## src/rtl/core/lruc_pkg.sv

```systemverilog
// Package for the LRU key-value cache: shared constants and operation codes.
`default_nettype none

package lruc_pkg;

    localparam int DEF_MAX_ENTRIES = 16;
    localparam int KEY_W           = 32;
    localparam int VAL_W           = 32;
    localparam int CAP_W           = 5;

    localparam logic [CAP_W-1:0] CAP_RESET  = CAP_W'(16);
    localparam logic [VAL_W-1:0] MISS_VALUE = '1;

    localparam logic ACT_GET = 1'b0;
    localparam logic ACT_PUT = 1'b1;

endpackage

`default_nettype wire

```

## src/rtl/core/lruc_ram.sv

```systemverilog
// Generic simple dual-port RAM with one write port and a registered read port.
`default_nettype none

module lruc_ram #(
    parameter int WIDTH = 32,
    parameter int DEPTH = 16
) (
    input  wire logic                                   i_clk,
    input  wire logic                                   i_wr_en,
    input  wire logic [((DEPTH > 1) ? $clog2(DEPTH) : 1)-1:0] i_wr_addr,
    input  wire logic [WIDTH-1:0]                       i_wr_data,
    input  wire logic [((DEPTH > 1) ? $clog2(DEPTH) : 1)-1:0] i_rd_addr,
    output logic      [WIDTH-1:0]                       o_rd_data
);

    logic [WIDTH-1:0] r_mem [DEPTH];

    always_ff @(posedge i_clk) begin
        if (i_wr_en) begin
            r_mem[i_wr_addr] <= i_wr_data;
        end
        o_rd_data <= r_mem[i_rd_addr];
    end

endmodule

`default_nettype wire

```

## src/rtl/core/lru_key_value_cache.sv

```systemverilog
// Top level of the fully associative key-value cache with least-recently-used replacement.
`default_nettype none

// Each request is a get or a put on a 32-bit key. The block scans all MAX_ENTRIES slots of
// the key memory through its single registered read port, whatever the capacity. It then
// updates the recency ranks and writes the key and value memories in the RESOLVE state,
// and loads the result into the output register in the DONE state. The input becomes
// ready in the same cycle as the result becomes valid, so a new request is accepted only
// after the previous one is through. A result that is still waiting in the output
// register holds the block until it is taken.
// The capacity register may be written at any time the block is idle; a value of zero
// acts as one and a value above MAX_ENTRIES acts as MAX_ENTRIES. Lowering the capacity
// below the current fill drops no entries; new keys then replace the least recent entry.
module lru_key_value_cache import lruc_pkg::*; #(
    parameter int MAX_ENTRIES = DEF_MAX_ENTRIES
) (
    input  wire logic              i_clk,
    input  wire logic              i_rst_n,
    input  wire logic              i_cfg_valid,
    output logic                   o_cfg_ready,
    input  wire logic [CAP_W-1:0]  i_cfg_data,
    input  wire logic              i_s_axis_tvalid,
    output logic                   o_s_axis_tready,
    input  wire logic [63:0]       i_s_axis_tdata,  // key, write_value
    input  wire logic [0:0]        i_s_axis_tuser,  // action
    output logic                   o_m_axis_tvalid,
    input  wire logic              i_m_axis_tready,
    output logic      [63:0]       o_m_axis_tdata,  // read_value, evicted_key
    output logic      [1:0]        o_m_axis_tuser   // hit, evicted
);

    localparam int IW   = (MAX_ENTRIES > 1) ? $clog2(MAX_ENTRIES) : 1;
    localparam int AW   = IW;
    localparam int FW   = $clog2(MAX_ENTRIES + 1);
    localparam int CW   = (FW > CAP_W) ? FW : CAP_W;
    localparam int CNTW = IW + 1;

    typedef enum logic [3:0] {
        ST_IDLE    = 4'b0001,
        ST_SCAN    = 4'b0010,
        ST_RESOLVE = 4'b0100,
        ST_DONE    = 4'b1000
    } t_state;

    t_state            r_state;
    t_state            n_state;
    logic [CAP_W-1:0]  r_capacity;
    logic              r_act;
    logic [KEY_W-1:0]  r_key;
    logic [VAL_W-1:0]  r_wval;
    logic [CNTW-1:0]   r_cnt;
    logic              r_cmp_vld;
    logic [IW-1:0]     r_cmp_idx;
    logic              r_found;
    logic [IW-1:0]     r_match_idx;
    logic [AW-1:0]     r_match_age;
    logic              r_free_found;
    logic [IW-1:0]     r_free_idx;
    logic              r_old_found;
    logic [IW-1:0]     r_old_idx;
    logic [AW-1:0]     r_old_age;
    logic [KEY_W-1:0]  r_old_key;
    logic              r_evict;
    logic [MAX_ENTRIES-1:0] r_valid;
    logic [AW-1:0]     r_age [MAX_ENTRIES];
    logic [FW-1:0]     r_fill;
    logic              r_out_valid;
    logic              r_out_hit;
    logic [VAL_W-1:0]  r_out_rd;
    logic              r_out_ev;
    logic [KEY_W-1:0]  r_out_evk;

    logic              w_accept;
    logic              w_scan_end;
    logic              w_out_load;
    logic [KEY_W-1:0]  w_key_rd;
    logic [VAL_W-1:0]  w_val_rd;
    logic [CW-1:0]     w_cap_ext;
    logic [CW-1:0]     w_max_ext;
    logic [CW-1:0]     w_eff_cap;
    logic [FW-1:0]     w_fill_m1;
    logic [AW-1:0]     w_age_tgt;
    logic              w_insert;
    logic              w_do_evict;
    logic              w_promote;
    logic [IW-1:0]     w_prom_idx;
    logic [AW-1:0]     w_prom_age;
    logic              w_key_we;
    logic [IW-1:0]     w_key_waddr;
    logic              w_val_we;
    logic [IW-1:0]     w_val_waddr;

    assign o_cfg_ready     = 1'b1;
    assign o_s_axis_tready = (r_state == ST_IDLE);
    assign w_accept        = i_s_axis_tvalid && o_s_axis_tready;
    assign w_scan_end      = (r_state == ST_SCAN) && (r_cnt == CNTW'(MAX_ENTRIES));
    assign w_out_load      = (r_state == ST_DONE) && (!r_out_valid || i_m_axis_tready);

    assign w_cap_ext = CW'(r_capacity);
    assign w_max_ext = CW'(MAX_ENTRIES);
    assign w_eff_cap = (r_capacity == '0) ? CW'(1) :
                       ((w_cap_ext > w_max_ext) ? w_max_ext : w_cap_ext);
    assign w_fill_m1 = r_fill - FW'(1);
    assign w_age_tgt = w_fill_m1[AW-1:0];

    assign w_insert   = (r_act == ACT_PUT) && !r_found && r_free_found &&
                        (CW'(r_fill) < w_eff_cap);
    assign w_do_evict = (r_act == ACT_PUT) && !r_found && !w_insert && r_old_found;
    assign w_promote  = r_found || w_do_evict;
    assign w_prom_idx = r_found ? r_match_idx : r_old_idx;
    assign w_prom_age = r_found ? r_match_age : r_old_age;

    assign w_key_we    = (r_state == ST_RESOLVE) && (w_insert || w_do_evict);
    assign w_key_waddr = w_insert ? r_free_idx : r_old_idx;
    assign w_val_we    = (r_state == ST_RESOLVE) && (r_act == ACT_PUT) &&
                         (r_found || w_insert || w_do_evict);
    assign w_val_waddr = r_found ? r_match_idx : w_key_waddr;

    lruc_ram #(
        .WIDTH(KEY_W),
        .DEPTH(MAX_ENTRIES)
    ) u_key_ram (
        .i_clk     (i_clk),
        .i_wr_en   (w_key_we),
        .i_wr_addr (w_key_waddr),
        .i_wr_data (r_key),
        .i_rd_addr (r_cnt[IW-1:0]),
        .o_rd_data (w_key_rd)
    );

    lruc_ram #(
        .WIDTH(VAL_W),
        .DEPTH(MAX_ENTRIES)
    ) u_val_ram (
        .i_clk     (i_clk),
        .i_wr_en   (w_val_we),
        .i_wr_addr (w_val_waddr),
        .i_wr_data (r_wval),
        .i_rd_addr (r_match_idx),
        .o_rd_data (w_val_rd)
    );

    always_comb begin
        n_state = r_state;
        case (r_state)
            ST_IDLE: begin
                if (w_accept) begin
                    n_state = ST_SCAN;
                end
            end
            ST_SCAN: begin
                if (w_scan_end) begin
                    n_state = ST_RESOLVE;
                end
            end
            ST_RESOLVE: begin
                n_state = ST_DONE;
            end
            ST_DONE: begin
                if (w_out_load) begin
                    n_state = ST_IDLE;
                end
            end
            default: begin
                n_state = ST_IDLE;
            end
        endcase
    end

    always_ff @(posedge i_clk) begin
        if (!i_rst_n) begin
            r_state    <= ST_IDLE;
            r_capacity <= CAP_RESET;
            r_cmp_vld  <= 1'b0;
            r_cnt      <= '0;
            r_valid    <= '0;
            r_fill     <= '0;
            for (int j = 0; j < MAX_ENTRIES; j++) begin
                r_age[j] <= '0;
            end
        end else begin
            r_state <= n_state;
            if (i_cfg_valid) begin
                r_capacity <= i_cfg_data;
            end
            if (w_accept) begin
                r_cnt <= '0;
            end else if ((r_state == ST_SCAN) && !w_scan_end) begin
                r_cnt <= r_cnt + CNTW'(1);
            end
            r_cmp_vld <= (r_state == ST_SCAN) && !w_scan_end;
            if (r_state == ST_RESOLVE) begin
                for (int j = 0; j < MAX_ENTRIES; j++) begin
                    if (w_promote) begin
                        if (IW'(j) == w_prom_idx) begin
                            r_age[j] <= '0;
                        end else if (r_valid[j] && (r_age[j] < w_prom_age)) begin
                            r_age[j] <= r_age[j] + AW'(1);
                        end
                    end else if (w_insert) begin
                        if (IW'(j) == r_free_idx) begin
                            r_age[j]   <= '0;
                            r_valid[j] <= 1'b1;
                        end else if (r_valid[j]) begin
                            r_age[j] <= r_age[j] + AW'(1);
                        end
                    end
                end
                if (w_insert) begin
                    r_fill <= r_fill + FW'(1);
                end
            end
        end
    end

    always_ff @(posedge i_clk) begin
        if (!i_rst_n) begin
            r_found      <= 1'b0;
            r_free_found <= 1'b0;
            r_old_found  <= 1'b0;
        end else if (w_accept) begin
            r_found      <= 1'b0;
            r_free_found <= 1'b0;
            r_old_found  <= 1'b0;
        end else if (r_cmp_vld) begin
            if (r_valid[r_cmp_idx] && (w_key_rd == r_key) && !r_found) begin
                r_found     <= 1'b1;
                r_match_idx <= r_cmp_idx;
                r_match_age <= r_age[r_cmp_idx];
            end
            if (!r_valid[r_cmp_idx] && !r_free_found) begin
                r_free_found <= 1'b1;
                r_free_idx   <= r_cmp_idx;
            end
            if (r_valid[r_cmp_idx] && (r_age[r_cmp_idx] == w_age_tgt) && !r_old_found) begin
                r_old_found <= 1'b1;
                r_old_idx   <= r_cmp_idx;
                r_old_age   <= r_age[r_cmp_idx];
                r_old_key   <= w_key_rd;
            end
        end
    end

    always_ff @(posedge i_clk) begin
        if (w_accept) begin
            r_act  <= i_s_axis_tuser[0];
            r_key  <= i_s_axis_tdata[31:0];
            r_wval <= i_s_axis_tdata[63:32];
        end
        r_cmp_idx <= r_cnt[IW-1:0];
        if (r_state == ST_RESOLVE) begin
            r_evict <= w_do_evict;
        end
        if (w_out_load) begin
            r_out_hit <= r_found;
            r_out_ev  <= r_evict;
            r_out_evk <= r_evict ? r_old_key : '0;
            if (r_act == ACT_GET) begin
                r_out_rd <= r_found ? w_val_rd : MISS_VALUE;
            end else begin
                r_out_rd <= '0;
            end
        end
    end

    always_ff @(posedge i_clk) begin
        if (!i_rst_n) begin
            r_out_valid <= 1'b0;
        end else if (w_out_load) begin
            r_out_valid <= 1'b1;
        end else if (i_m_axis_tready) begin
            r_out_valid <= 1'b0;
        end
    end

    assign o_m_axis_tvalid = r_out_valid;
    assign o_m_axis_tdata  = {r_out_evk, r_out_rd};
    assign o_m_axis_tuser  = {r_out_ev, r_out_hit};

`ifndef SYNTHESIS
    a_fill_matches_valid: assert property (@(posedge i_clk) disable iff (!i_rst_n)
        $countones(r_valid) == int'(r_fill))
        else $error("fill count disagrees with the number of valid entries");

    a_busy_after_accept: assert property (@(posedge i_clk) disable iff (!i_rst_n)
        w_accept |=> !o_s_axis_tready)
        else $error("input ready while a request is in flight");

    a_hit_excludes_evict: assert property (@(posedge i_clk) disable iff (!i_rst_n)
        o_m_axis_tvalid |-> !(o_m_axis_tuser[0] && o_m_axis_tuser[1]))
        else $error("a result reports both a hit and an eviction");

    a_fill_bounded: assert property (@(posedge i_clk) disable iff (!i_rst_n)
        int'(r_fill) <= MAX_ENTRIES)
        else $error("fill count exceeds the number of entries");
`endif

endmodule

`default_nettype wire
```

## config.mk

```make
export PLATFORM = sky130hd
export DESIGN_NAME = lru_key_value_cache
export DESIGN_NICKNAME = d
export VERILOG_FILES = /design/src/rtl/core/lruc_pkg.sv /design/src/rtl/core/lruc_ram.sv /design/src/rtl/core/lru_key_value_cache.sv
export SDC_FILE = /design/constraint.sdc
export NUM_CORES = 1
export LEC_CHECK = 0
export BUFFER_PORTS_ARGS = -buffer_cell sky130_fd_sc_hd__buf_2
export CAP_MARGIN = 20
export CORE_UTILIZATION = 64
export CTS_BUF_LIST = sky130_fd_sc_hd__clkbuf_2 sky130_fd_sc_hd__clkbuf_4 sky130_fd_sc_hd__clkbuf_8
export DETAILED_ROUTE_END_ITERATION = 8
export GPL_ROUTABILITY_DRIVEN = 0
export MAX_ROUTING_LAYER = met4
export PLACE_DENSITY = 0.81
export SLEW_MARGIN = 20
export SYNTH_ARGS = -nofsm -noshare
export SYNTH_HDL_FRONTEND = slang
export SYNTH_SLANG_ARGS = --single-unit
```

## constraint.sdc

```tcl
create_clock -name i_clk -period 8 [get_ports i_clk]
set_clock_uncertainty 0.15 [all_clocks]
set_input_delay 1.2 -clock i_clk [delete_from_list [all_inputs] [get_ports i_clk]]
set_output_delay 1.2 -clock i_clk [all_outputs]
set_load 0.02 [all_outputs]
```

# Yosys cells after proc, flatten, opt, wreduce, memory -nomap -nowiden
# Memories as Yosys holds them, arrays and structs flattened. A register that Yosys moved wholly into a read port is not among the register bits.
# Index checks and enable logic that the tools add are counted.
[op_classes] add_sub_neg=19 magnitude_cmp=19 n_eq_ne=40 mux=468 bitwise=67 reduce_logical=74
[op_table] op="2-to-1 mux 1 bit" n=392
[op_table] op="2-to-1 mux 4 bit" n=71
[op_table] op="AND reduction 4 bit" n=19
[op_table] op="adder 4 x 1 -> 4 bit, second input constant" n=16
[op_table] op="== test 4 bit, first input constant" n=16
[op_table] op="< comparator 4 bit" n=16
[op_table] op="OR 1 bit" n=64
[op_table] op="logical AND 1 bit" n=33
[op_table] op="== test 3 x 4 -> 1 bit, first input constant" n=8
[op_table] op="== test 32 bit" n=1
[op_table] op="2-to-1 mux 32 bit" n=1
[op_table] op="== test 2 x 4 -> 1 bit, first input constant" n=4
[op_table] op="one-hot mux 4 bit (4 select lines)" n=1
[op_table] op="adder 5 x 1 -> 5 bit, second input constant" n=2
[op_table] op="2-to-1 mux 5 bit" n=2
[op_table] op="== test 1 x 4 -> 1 bit, first input constant" n=2
[op_table] op="logical NOT 4 bit" n=2
[op_table] op="AND reduction 2 bit" n=4
[op_table] op="logical NOT 1 bit" n=7
[op_table] op="== test 5 bit, second input constant" n=1
[op_table] op="greater-than comparator 5 bit, second input constant" n=1
[op_table] op="logical NOT 5 bit" n=1
[op_table] op="logical OR 1 bit" n=5
[op_table] op="< comparator 4 x 5 -> 1 bit, second input constant" n=1
[op_table] op="14 further kinds" n=17
[totals] ff_bits=228 ramBits=1088 inputBits=75 output_inout_bits=69 memories=3
[mem_list] name="u_key_ram.r_mem" words=16 word_bits=32 read_ports=1 rd_ports_with_merged_regs=1 wr=1 line="lruc_ram.sv:16" source="logic [WIDTH-1:0] r_mem [DEPTH];"
[mem_list] name="u_val_ram.r_mem" words=16 word_bits=32 read_ports=1 rd_ports_with_merged_regs=1 wr=1 line="lruc_ram.sv:16"
[mem_list] name="r_age" words=16 word_bits=4 read_ports=17 rd_ports_with_merged_regs=1 wr=16 line="lru_key_value_cache.sv:65" source="logic [AW-1:0] r_age [MAX_ENTRIES];"

# Longest topological paths before layout
# Gate-level depths: netlist (run 1).
[logic_depth] ltp_word=17 depth_mapped=11 ltp_nobuf=9

# By module
# Synthesis (run 1) repeated with hierarchy kept, for this count alone.
[unflattened] hier_cells=2725 hier_area_um2=53293.6
[modules_own_cells] module="lruc_ram" instances=2 cells_each=838 area_each_um2=19835.3 seq_area_each_um2=16015.4
[modules_own_cells] module="lru_key_value_cache" instances=1 cells_each=1049 area_each_um2=13623.1 seq_area_each_um2=8328.0

# Worst setup path after synthesis (run 1)
# OpenSTA, ideal clock, no wires.
[synth_timing] path_type="in2reg" start="input port i_s_axis_tvalid" end="register r_old_age[0], read port of r_age (enable)" setup_ps=487 arrival_time_ps=5894 required_ps=7363 slack_ps=1469 cell_stages=6 path_buffers=1 cell_sequence="and2_1 > clkbuf_1 > nor2_1 > and3_1 > o211ai_1 > nor3_1"
[synth_via] elab_chain_len=3
[synth_rtl] element="start: declaration" line="lru_key_value_cache.sv:22" source="input wire logic i_s_axis_tvalid,"
[synth_rtl] element="logical AND 1 bit" line="lru_key_value_cache.sv:95" source="assign w_accept = i_s_axis_tvalid && o_s_axis_tready;"
[synth_rtl] element="via w_accept" line="lru_key_value_cache.sv:73" source="logic w_accept;"
[synth_rtl] element="inverter 1 bit (no source line)"
[synth_rtl] element="AND reduction 4 bit (no source line)"
[synth_rtl] element="end: declaration" line="lru_key_value_cache.sv:61" source="logic [AW-1:0] r_old_age;"
# The timed path passes the listed nets, and every way through them passes these cells.
# A chain may end at the register's enable or synchronous reset.

# Worst setup path after layout (run 1)
[layout_timing] start="register r_capacity[4]" end="memory u_val_ram.r_mem[13][17] (enable)"
[layout_via] elab_chain_len=12 elab_cells_between_ends=16 cone_classes="2 x order compare; 6 x mux; 8 x reduce/logical"
[layout_rtl] element="start: declaration" line="lru_key_value_cache.sv:47" source="logic [CAP_W-1:0] r_capacity;"
[layout_rtl] element="start signal: assignment" line="lru_key_value_cache.sv:184" source="r_capacity <= i_cfg_data;"
[layout_rtl] element="greater-than comparator 5 bit" line="lru_key_value_cache.sv:102" source="((w_cap_ext > w_max_ext) ? w_max_ext : w_cap_ext);"
[layout_rtl] element="2-to-1 mux 5 bit" line="lru_key_value_cache.sv:102"
[layout_rtl] element="2-to-1 mux 5 bit (*)" line="lru_key_value_cache.sv:101" source="assign w_eff_cap = (r_capacity == '0) ? CW'(1) :"
[layout_rtl] element="< comparator 5 bit (*)" line="lru_key_value_cache.sv:107" source="(CW'(r_fill) < w_eff_cap);"
[layout_rtl] element="logical AND 1 bit (*)" line="lru_key_value_cache.sv:106" source="assign w_insert = (r_act == ACT_PUT) && !r_found && r_free_found &&"
[layout_rtl] element="logical NOT 1 bit" line="lru_key_value_cache.sv:108" source="assign w_do_evict = (r_act == ACT_PUT) && !r_found && !w_insert && r_old_found;"
[layout_rtl] element="logical AND 1 bit (2 in series)" line="lru_key_value_cache.sv:108"
[layout_rtl] element="logical OR 1 bit" line="lru_key_value_cache.sv:116" source="(r_found || w_insert || w_do_evict);"
[layout_rtl] element="logical AND 1 bit" line="lru_key_value_cache.sv:115" source="assign w_val_we = (r_state == ST_RESOLVE) && (r_act == ACT_PUT) &&"
[layout_rtl] element="2-to-1 mux 1 bit" line="lruc_ram.sv:19" source="if (i_wr_en) begin"
[layout_rtl] element="2-to-1 mux 1 bit (implied by the code)" line="lruc_ram.sv:20" source="r_mem[i_wr_addr] <= i_wr_data;"
[layout_rtl] element="end: declaration" line="lruc_ram.sv:16"
# Mark *: on every way between the ends. The rest lies on a longest branch, timed or not.

==> summary.md, run 1 <==
| Metric | Value |
|---|---|
| Sequential area share after synthesis | 75.0% |
| WS Path Type | reg2reg |
| PortBufs | 142 |
| RSZ-0062 raised after global routing | no |
| Final wirelength | 123 mm |
| Final nets | 3036 |
| Hold-fix buffers, CTS | 0 |
| CP Capture Type | flip-flop |
| Vias in the first global route | 27856 |
| Power Density | 233 nW/µm² |
| RR Endpoint | u_val_ram.r_mem[13][17]$_DFFE_PP_ |
| Worst Hold Launch | u_key_ram.o_rd_data[5]$_DFF_P_ |
| CP Max Fanout | 32 |
| Lkg Pwr | 0.0197 µW |
| Die H | 292 µm |
| Slowest cell on the critical path | nor2b_4 |
| Startpoint Class | flip-flop |
| H-tree depth | 4 |
| Worst Path Buf+Inv | 1 |
| Reg2Reg Setup Slack | 3760 ps |
| Routed Antenna Nets | 0 |
| Min-Delay Path Class | reg2reg |
| Worst skew pair latency | 860 ps |
| Via density | 6.75 |
| Worst-path clk slew | 60 ps |
| Reg2reg path depth | 9 |
| Final std cells w/o fill | 4128 |
| Max Freq | 0.236 GHz |
| DP HPWL | 67.6 mm |
| Maximum VDD drop | 0.201 mV |
| Std cell rows | 105 |
| Min Tclk post-route | 4240 ps |
| Maximum root-to-sink buffer count | 3 |
| Area Growth Syn to Fin | 12.5% |
| Post-route setup TNS | 0 ps |
| DRC | 0 |
| Slew @ Worst Pin | 1200 ps |
| Hold path depth | 0 |
| Post-Place Cells | 3745 |
| Post-synth EDFFs | 1272 |
| Worst-path cell chain | inv_1 -> nand2_1 -> ha_1 -> nand2_1 -> nor2_1 -> a21o_1 -> mux2_2 -> o21a_1 -> nor2b_4 |
| Status | complete, no violations |
| Largest net degree at the start of global routing | 130 |
| Antenna violations before repair | 2 |
| Final hold slack | 307 ps |
| Die Wd | 292 µm |
| Final period util | 53.0% |
| RR Startpoint | r_capacity[4]$_SDFFE_PN1P_ |
| TritonCTS clock tree | done |
| Ys flop type | edfxtp_1 |
| Commonest non-fill, non-tap cell in the layout | edfxtp_1 |
| Drt pass-1 iters | 5 |
| TritonCTS buffer count | 200 |
| Global-route wire length before repair | 175 mm |
| Avg Inst Size Synth | 20.7 µm² |
| Placed inst area | 56000 µm² |
| CTS root buf | clkbuf_8 |
| Maxcap violations | 0 |
| CORE AREA | 82600 µm² |
| Crit path max-delay family | simple AND/OR/NAND/NOR gates |
| Global-route congestion overflow total | 0 |
| Initial core utilization | 65.1% |
| Share of layout cells above drive strength 1 | 31.0% |
| Post-CTS setup buffers | 0 |
| WP data arrival | 4530 ps |
| Max Transition Viols Final | 0 |
| DIE AREA | 85200 µm² |
| Net Count, Synth | 2752 |
| Initial detailed-routing violation count | 3549 |
| Clk sinks | 1380 |
| Post-Syn Instances | 2605 |
| I/O pins | 144 |
| Distinct cell type count after synthesis | 67 |
| Synth Register Bits | 1380 |
| Crit-path max cell delay | 930 ps |
| Post-DR wirelength/cell | 29.8 µm |
| Worst Path Required | 8290 ps |
| Synthesized area | 53800 µm² |
| FFs w/ async S/R, synth | 0% |
| Post-route cell area | 60500 µm² |
| GRT Overall Usage | 29.2% |
| Relative slew slack | 20.0% |
| Final setup violation count | 0 |
| Hold Vio Cnt, Final | 0 |
| Cts repair resizes | 0 |
| Commonest cells after routing, fill and taps aside | 1272 x edfxtp_1, 339 x mux4_2, 229 x clkbuf_8, 142 x buf_2, 103 x dfxtp_1 |
| Hold Path Sink | r_old_key[5]$_DFFE_PP_ |
| Core Util, Final | 73.2% |
| Most common cell type on the critical path | nand2_1 |
| Synth warn | 0 |
| Routed vias | 27848 |
==> synth_stat cells, drive strengths merged, types with 9 or more instances <==
cell | count | share of area, %
a21oi | 101 | 0.95
o211ai | 10 | 0.19
xnor2 | 40 | 0.65
mux4 | 339 | 14
nand2 | 58 | 0.42
nand2b | 22 | 0.26
nor2b | 13 | 0.15
a211oi | 9 | 0.17
nand4 | 35 | 0.41
o21ai | 28 | 0.26
a21boi | 16 | 0.22
inv | 44 | 0.31
mux2i | 30 | 0.56
dfxtp | 108 | 4.0
nand3 | 36 | 0.35
xor2 | 40 | 0.65
nor2 | 57 | 0.40
and2 | 41 | 0.48
clkbuf | 63 | 0.44
ha | 72 | 1.7
buf | 57 | 0.57
edfxtp | 1272 | 71
o21a | 34 | 0.47
==> routing by layer <==
layer  vias to the layer above  share of wire [%]  GRT usage (%)
li1                      11299                  -              -
met3                       237                9.6           5.72
met4                         0                2.7           8.73
met2                      1980                 50           45.6
met5                         -                  0              -
met1                     14332                 37           39.7
==> power by group <==
part,internal [µW],total (µW),switching [µW]
clock network,3220,5870,2640
registers,7930,8050,121
logic,67.8,166,98.1
==> cell type report <==
cell class | count | area (µm²)
timing repair buffer | 202 | 1390
clock inverter | 73 | 596
antenna | 2 | 5.00
sequential | 1380 | 40400
tap | 1070 | 1340
multi-input combinational | 1060 | 13000
fill | 4289 | 22100
inverter | 45 | 181
clock buffer | 296 | 3650
==> stage by stage <==
step | setup WS (ps) | total power (µW)
5_1_grt | 3610 | 14500
3_3_place_gp | 3810 | 8340
4_1_cts | 3760 | 14100
6_report | 3760 | 14100
2_1_floorplan | 1470 | 8250
3_5_place_dp | 3620 | 8360
==> worst max-delay path by stage <==
stage / start / to / slack (ps) / depth (start not counted)
floorplan: i_s_axis_tvalid / r_old_age[0]$_DFFE_PP_ / 1470 / 6
global placement: i_rst_n / r_old_key[25]$_DFFE_PP_ / 3810 / 7
detailed placement: i_rst_n / r_old_key[6]$_DFFE_PP_ / 3620 / 7
CTS: r_capacity[4]$_SDFFE_PN1P_ / u_val_ram.r_mem[12][9]$_DFFE_PP_ / 3760 / 9
global route: r_capacity[4]$_SDFFE_PN1P_ / u_val_ram.r_mem[13][8]$_DFFE_PP_ / 3610 / 9
finish: r_capacity[4]$_SDFFE_PN1P_ / u_val_ram.r_mem[13][17]$_DFFE_PP_ / 3760 / 9
==> flip-flops by register name (all words and copies together) (netlist names), 16 cells and up <==
register,count
r_old_key,32
u_key_ram.o_rd_data,32
u_val_ram.o_rd_data,32
r_out_rd,32
r_key,32
r_wval,32
r_age,64
u_val_ram.r_mem,512
r_out_evk,32
u_key_ram.r_mem,512
r_valid,16
==> logic make-up (layout without fill, tap and decap cells) <==
group                      count (synthesis)  in the layout  share of synthesized area [%]
xor gates and xnor gates                  80             80                           1.30
muxes                                    372            372                           14.8
AOI/OAI and AO/OA                        242            242                           3.00
and+or+nand+nor                          293            293                           2.86
adders and majority gates                 72             72                           1.67
other                                      1              3                        0.00697
buffers and inverters                    165            616                           1.34
DFF                                     1380           1380                           75.0
Note: power is estimated with default switching activity, not from simulation.
==> inputs of run 2 (changes only) <==
--- a/config.mk
+++ b/config.mk
@@ -5,14 +5,15 @@
 export SDC_FILE = /design/constraint.sdc
 export NUM_CORES = 1
 export LEC_CHECK = 0
+export ABC_AREA = 1
 export BUFFER_PORTS_ARGS = -buffer_cell sky130_fd_sc_hd__buf_2
 export CAP_MARGIN = 20
-export CORE_UTILIZATION = 64
+export CORE_UTILIZATION = 65
 export CTS_BUF_LIST = sky130_fd_sc_hd__clkbuf_2 sky130_fd_sc_hd__clkbuf_4 sky130_fd_sc_hd__clkbuf_8
 export DETAILED_ROUTE_END_ITERATION = 8
 export GPL_ROUTABILITY_DRIVEN = 0
 export MAX_ROUTING_LAYER = met4
-export PLACE_DENSITY = 0.81
+export PLACE_DENSITY = 0.82
 export SLEW_MARGIN = 20
 export SYNTH_ARGS = -nofsm -noshare
 export SYNTH_HDL_FRONTEND = slang
==> constraint.sdc (replaced) <==
create_clock -name i_clk -period 4.35 [get_ports i_clk]
set_clock_uncertainty 0.15 [all_clocks]
set_input_delay 0.6525 -clock i_clk [delete_from_list [all_inputs] [get_ports i_clk]]
set_output_delay 0.6525 -clock i_clk [all_outputs]
set_load 0.02 [all_outputs]
==> summary.md, run 2 <==
| Metric | Value |
|---|---|
| Status | complete, no violations |
| Maximum VDD drop | 0.323 mV (+61%) |
| Hold path depth | 3 (+3) |
| Slew @ Worst Pin | 1140 ps (-61.2 ps) |
| Final wirelength | 140 mm (+14%) |
| Maxcap violations | 0 (unchanged) |
| DIE AREA | 87100 µm² (+2.2%) |
| Net Count, Synth | 4530 (+65%) |
| Worst setup endpoint | u_val_ram.r_mem[8][4]$_DFFE_PP_ |
| Synthesized area | 55900 µm² (+3.8%) |
| RSZ-0062 raised after global routing | no |
| DP HPWL | 84.1 mm (+25%) |
| Maximum root-to-sink buffer count | 3 (unchanged) |
| Global-route wire length before repair | 208 mm (+19%) |
| CORE AREA | 85100 µm² (+3.0%) |
| CP Capture Type | flip-flop |
| Drt pass-1 iters | 6 (+1) |
| Max Freq | 0.273 GHz (+16%) |
| Most common cell in the netlist | edfxtp_1 |
| Final period util | 84.1% (+31 points) |
| Ys flop type | edfxtp_1 |
| Commonest cells after routing, fill and taps aside | 1272 x edfxtp_1, 452 x o21ai_0, 451 x nand2_1, 435 x nor2_1, 348 x inv_1 |
| Post-Syn Instances | 4383 (+68%) |
| CP Max Fanout | 18 (-44%) |
| Std cell rows | 107 (+1.9%) |
| Crit-path max cell delay | 550 ps (-380 ps) |
| Core Util, Final | 74.4% (+1.1 points) |
| Max Transition Viols Final | 0 (unchanged) |
| Most common cell type on the critical path | nand2_1 |
| Final setup violation count | 0 (unchanged) |
| Vias in the first global route | 36110 (+30%) |
| Post-route setup TNS | 0 ps (unchanged) |
| Synth Register Bits | 1380 (unchanged) |
| Synth area leaders | edfxtp_1 68%, o21ai_0 4.0%, dfxtp_1 3.9% |
| H-tree depth | 4 (unchanged) |
| Synth Area in Simple Gates | 9.00% (+6.1 points) |
| FFs w/ async S/R, synth | 0% (unchanged) |
| Reg area | 40400 µm² (about the same) |
| RR Endpoint | u_val_ram.r_mem[8][4]$_DFFE_PP_ |
| Routed Antenna Nets | 0 (unchanged) |
| Die H | 295 µm (+1.1%) |
| RR Startpoint | r_capacity[2]$_SDFFE_PN0P_ |
| Worst Path Required | 4760 ps (-3530 ps) |
| Area leader, netlist | edfxtp_1 |
| Cts repair resizes | 0 (unchanged) |
| Min Tclk post-route | 3660 ps (-580 ps) |
| Synth Area in Adders | 1.61% (-0.062 points) |
| TritonCTS buffer count | 206 (+3.0%) |
| Commonest non-fill, non-tap cell in the layout | edfxtp_1 |
| Initial detailed-routing violation count | 4879 (+37%) |
| Worst-path cell chain | nor2_1 -> nand2_1 -> nand2_1 -> nand2_1 -> ha_1 -> nand2_1 -> nor2_1 -> nor2_4 -> nand2_2 -> clkinv_2 -> nand2_1 -> nand3_1 -> nand2_1 -> nand2_1 -> nor2_4 -> buf_4 |
| Reg2reg path depth | 16 (+7) |
| CTS root buf | clkbuf_8 |
| Share of the synthesized area in the top cell type | 68.4% (-2.6 points) |
| Mux cell area share after synthesis | 2.35% (-12 points) |
| Synth warn | 0 (unchanged) |
| Worst Setup SP | r_capacity[2]$_SDFFE_PN0P_ |
| Worst Hold Launch | i_rst_n |
| TritonCTS clock tree | done |
| Hold Vio Cnt, Final | 0 (unchanged) |
| Die Wd | 295 µm (+1.1%) |
| Sequential area share after synthesis | 72.2% (-2.8 points) |
| WS Path Type | reg2reg |
| Largest net degree at the start of global routing | 133 (+2.3%) |
| PortBufs | 142 (unchanged) |
| Antenna violations before repair | 3 (+1) |
| Distinct cell type count after synthesis | 48 (-28%) |
| GRT Overall Usage | 33.3% (+4.1 points) |
| WP data arrival | 4070 ps (-460 ps) |
| Multi-input logic area | 13400 µm² (+3.0%) |
| Via density | 6.16 (-8.6%) |
| Lkg Pwr | 0.0230 µW (+17%) |
| Startpoint Class | flip-flop |
| Area Growth Syn to Fin | 13.3% |
| Synth Area in Compound Gates | 9.80% (+6.8 points) |
| Top cells by count, synth | 1272 x edfxtp_1, 468 x nor2_1, 452 x o21ai_0 |
| Relative slew slack | 24.1% (+4.1 points) |
| Reg2Reg Setup Slack | 690 ps (-3070 ps) |
| Share of layout cells above drive strength 1 | 13.8% (-17 points) |
| Global-route congestion overflow total | 0 (unchanged) |
| Slowest cell on the critical path | nor2_4 |
| Post-DR wirelength/cell | 23.4 µm (-22%) |
| Largest family of logic cells by synthesized area | compound AO/OA/AOI/OAI gates |
| Fillers | 5126 (+20%) |
| Routed vias | 36965 (+33%) |
| DRC | 0 (unchanged) |
| Worst skew pair latency | 900 ps (+40 ps) |
| Initial core utilization | 65.6% (+0.50 points) |
| Biggest registers after layout | u_key_ram.r_mem x512, u_val_ram.r_mem x512, r_age x64 |
| Power Density | 419 nW/µm² (+80%) |
| I/O pins | 144 (unchanged) |
| Worst-path clk slew | 60 ps (about the same) |
| Post-synth EDFFs | 1272 (unchanged) |
| Clk sinks | 1380 (unchanged) |
| Avg Inst Size Synth | 12.7 µm² (-38%) |
| Final nets | 4819 (+59%) |
| Post-synthesis xor/xnor area fraction | 0.705% (-0.60 points) |
| Min-Delay Path Class | in2reg |
==> run 2: cell count changes after synthesis, sizes merged, moves of 87 or more <==
cell / delta
nor2: +418
o22ai: +87
nand3: +178
inv: +322
mux2i: +101
clkbuf: +106
nand2: +398
o211ai: +140
o21ai: +443
mux4: -339
==> run 2: routing by layer <==
layer	wire length, µm	track usage, %
met1	51900	43.0
met2	66300	51.1
met3	15300	6.05
met4	6740	16.7
met5	0	-
==> run 2: critical path: cells and delay by family, from the launching register on <==
kind,cells,cell delay (ps)
flip-flops,1,320
AND/OR/NAND/NOR,13,2120
adder cells (fa/ha/maj),1,270
buffers and inverters,2,480
==> run 2: what timing repair did <==
action	in CTS	in global routing
buffers inserted	0	0
hold endpoints to repair	74	0
hold buffers	79	0
endpoints found under the setup margin	0	0
==> run 2: metrics by stage <==
stage          area (µm²)  instances  hold slack [ps]  power [µW]  setup WS [ps]
2_1_floorplan       55900       4383              218       15500            616
3_3_place_gp        58200       5529              241       15900            812
3_5_place_dp        58200       5529              244       15900            797
4_1_cts             63300       5995             34.8       26600            739
5_1_grt             63300       5997             94.3       27200            495
6_report            63300       5997              107       26600            690
==> run 2: cell families (layout without fill, tap and decap cells) <==
group | after synthesis | in the layout
XOR/XNOR | 45 | 45
AND/OR/NAND/NOR | 1201 | 1201
adder cells (fa/ha/maj) | 72 | 72
buffers and inverters | 607 | 1075
other | 1 | 3
multiplexers | 131 | 131
AO/OA/AOI/OAI | 946 | 946
flip-flops | 1380 | 1380
==> run 2: power by group <==
part	internal, µW	switching [µW]
combinational	240	493
sequential	14700	317
clock	5750	5060
total	20700	5880
==> run 2: layout make-up <==
class	instances	area share (%)
clock inverter	102	1.19
clock buffer	285	5.59
timing repair buffer	315	3.84
antenna	2	0.00790
multi-input combinational	2396	21.1
sequential	1380	63.7
tap	1144	2.26
inverter	373	2.23
==> run 2: worst min path at each step <==
stage                                        to
after global routing      r_cnt[0]$_SDFFE_PP0P_
final                     r_cnt[0]$_SDFFE_PP0P_
after floorplan            r_cmp_idx[3]$_DFF_P_
after global placement     r_cmp_idx[3]$_DFF_P_
after detailed placement   r_cmp_idx[3]$_DFF_P_
after CTS                 r_cnt[0]$_SDFFE_PP0P_
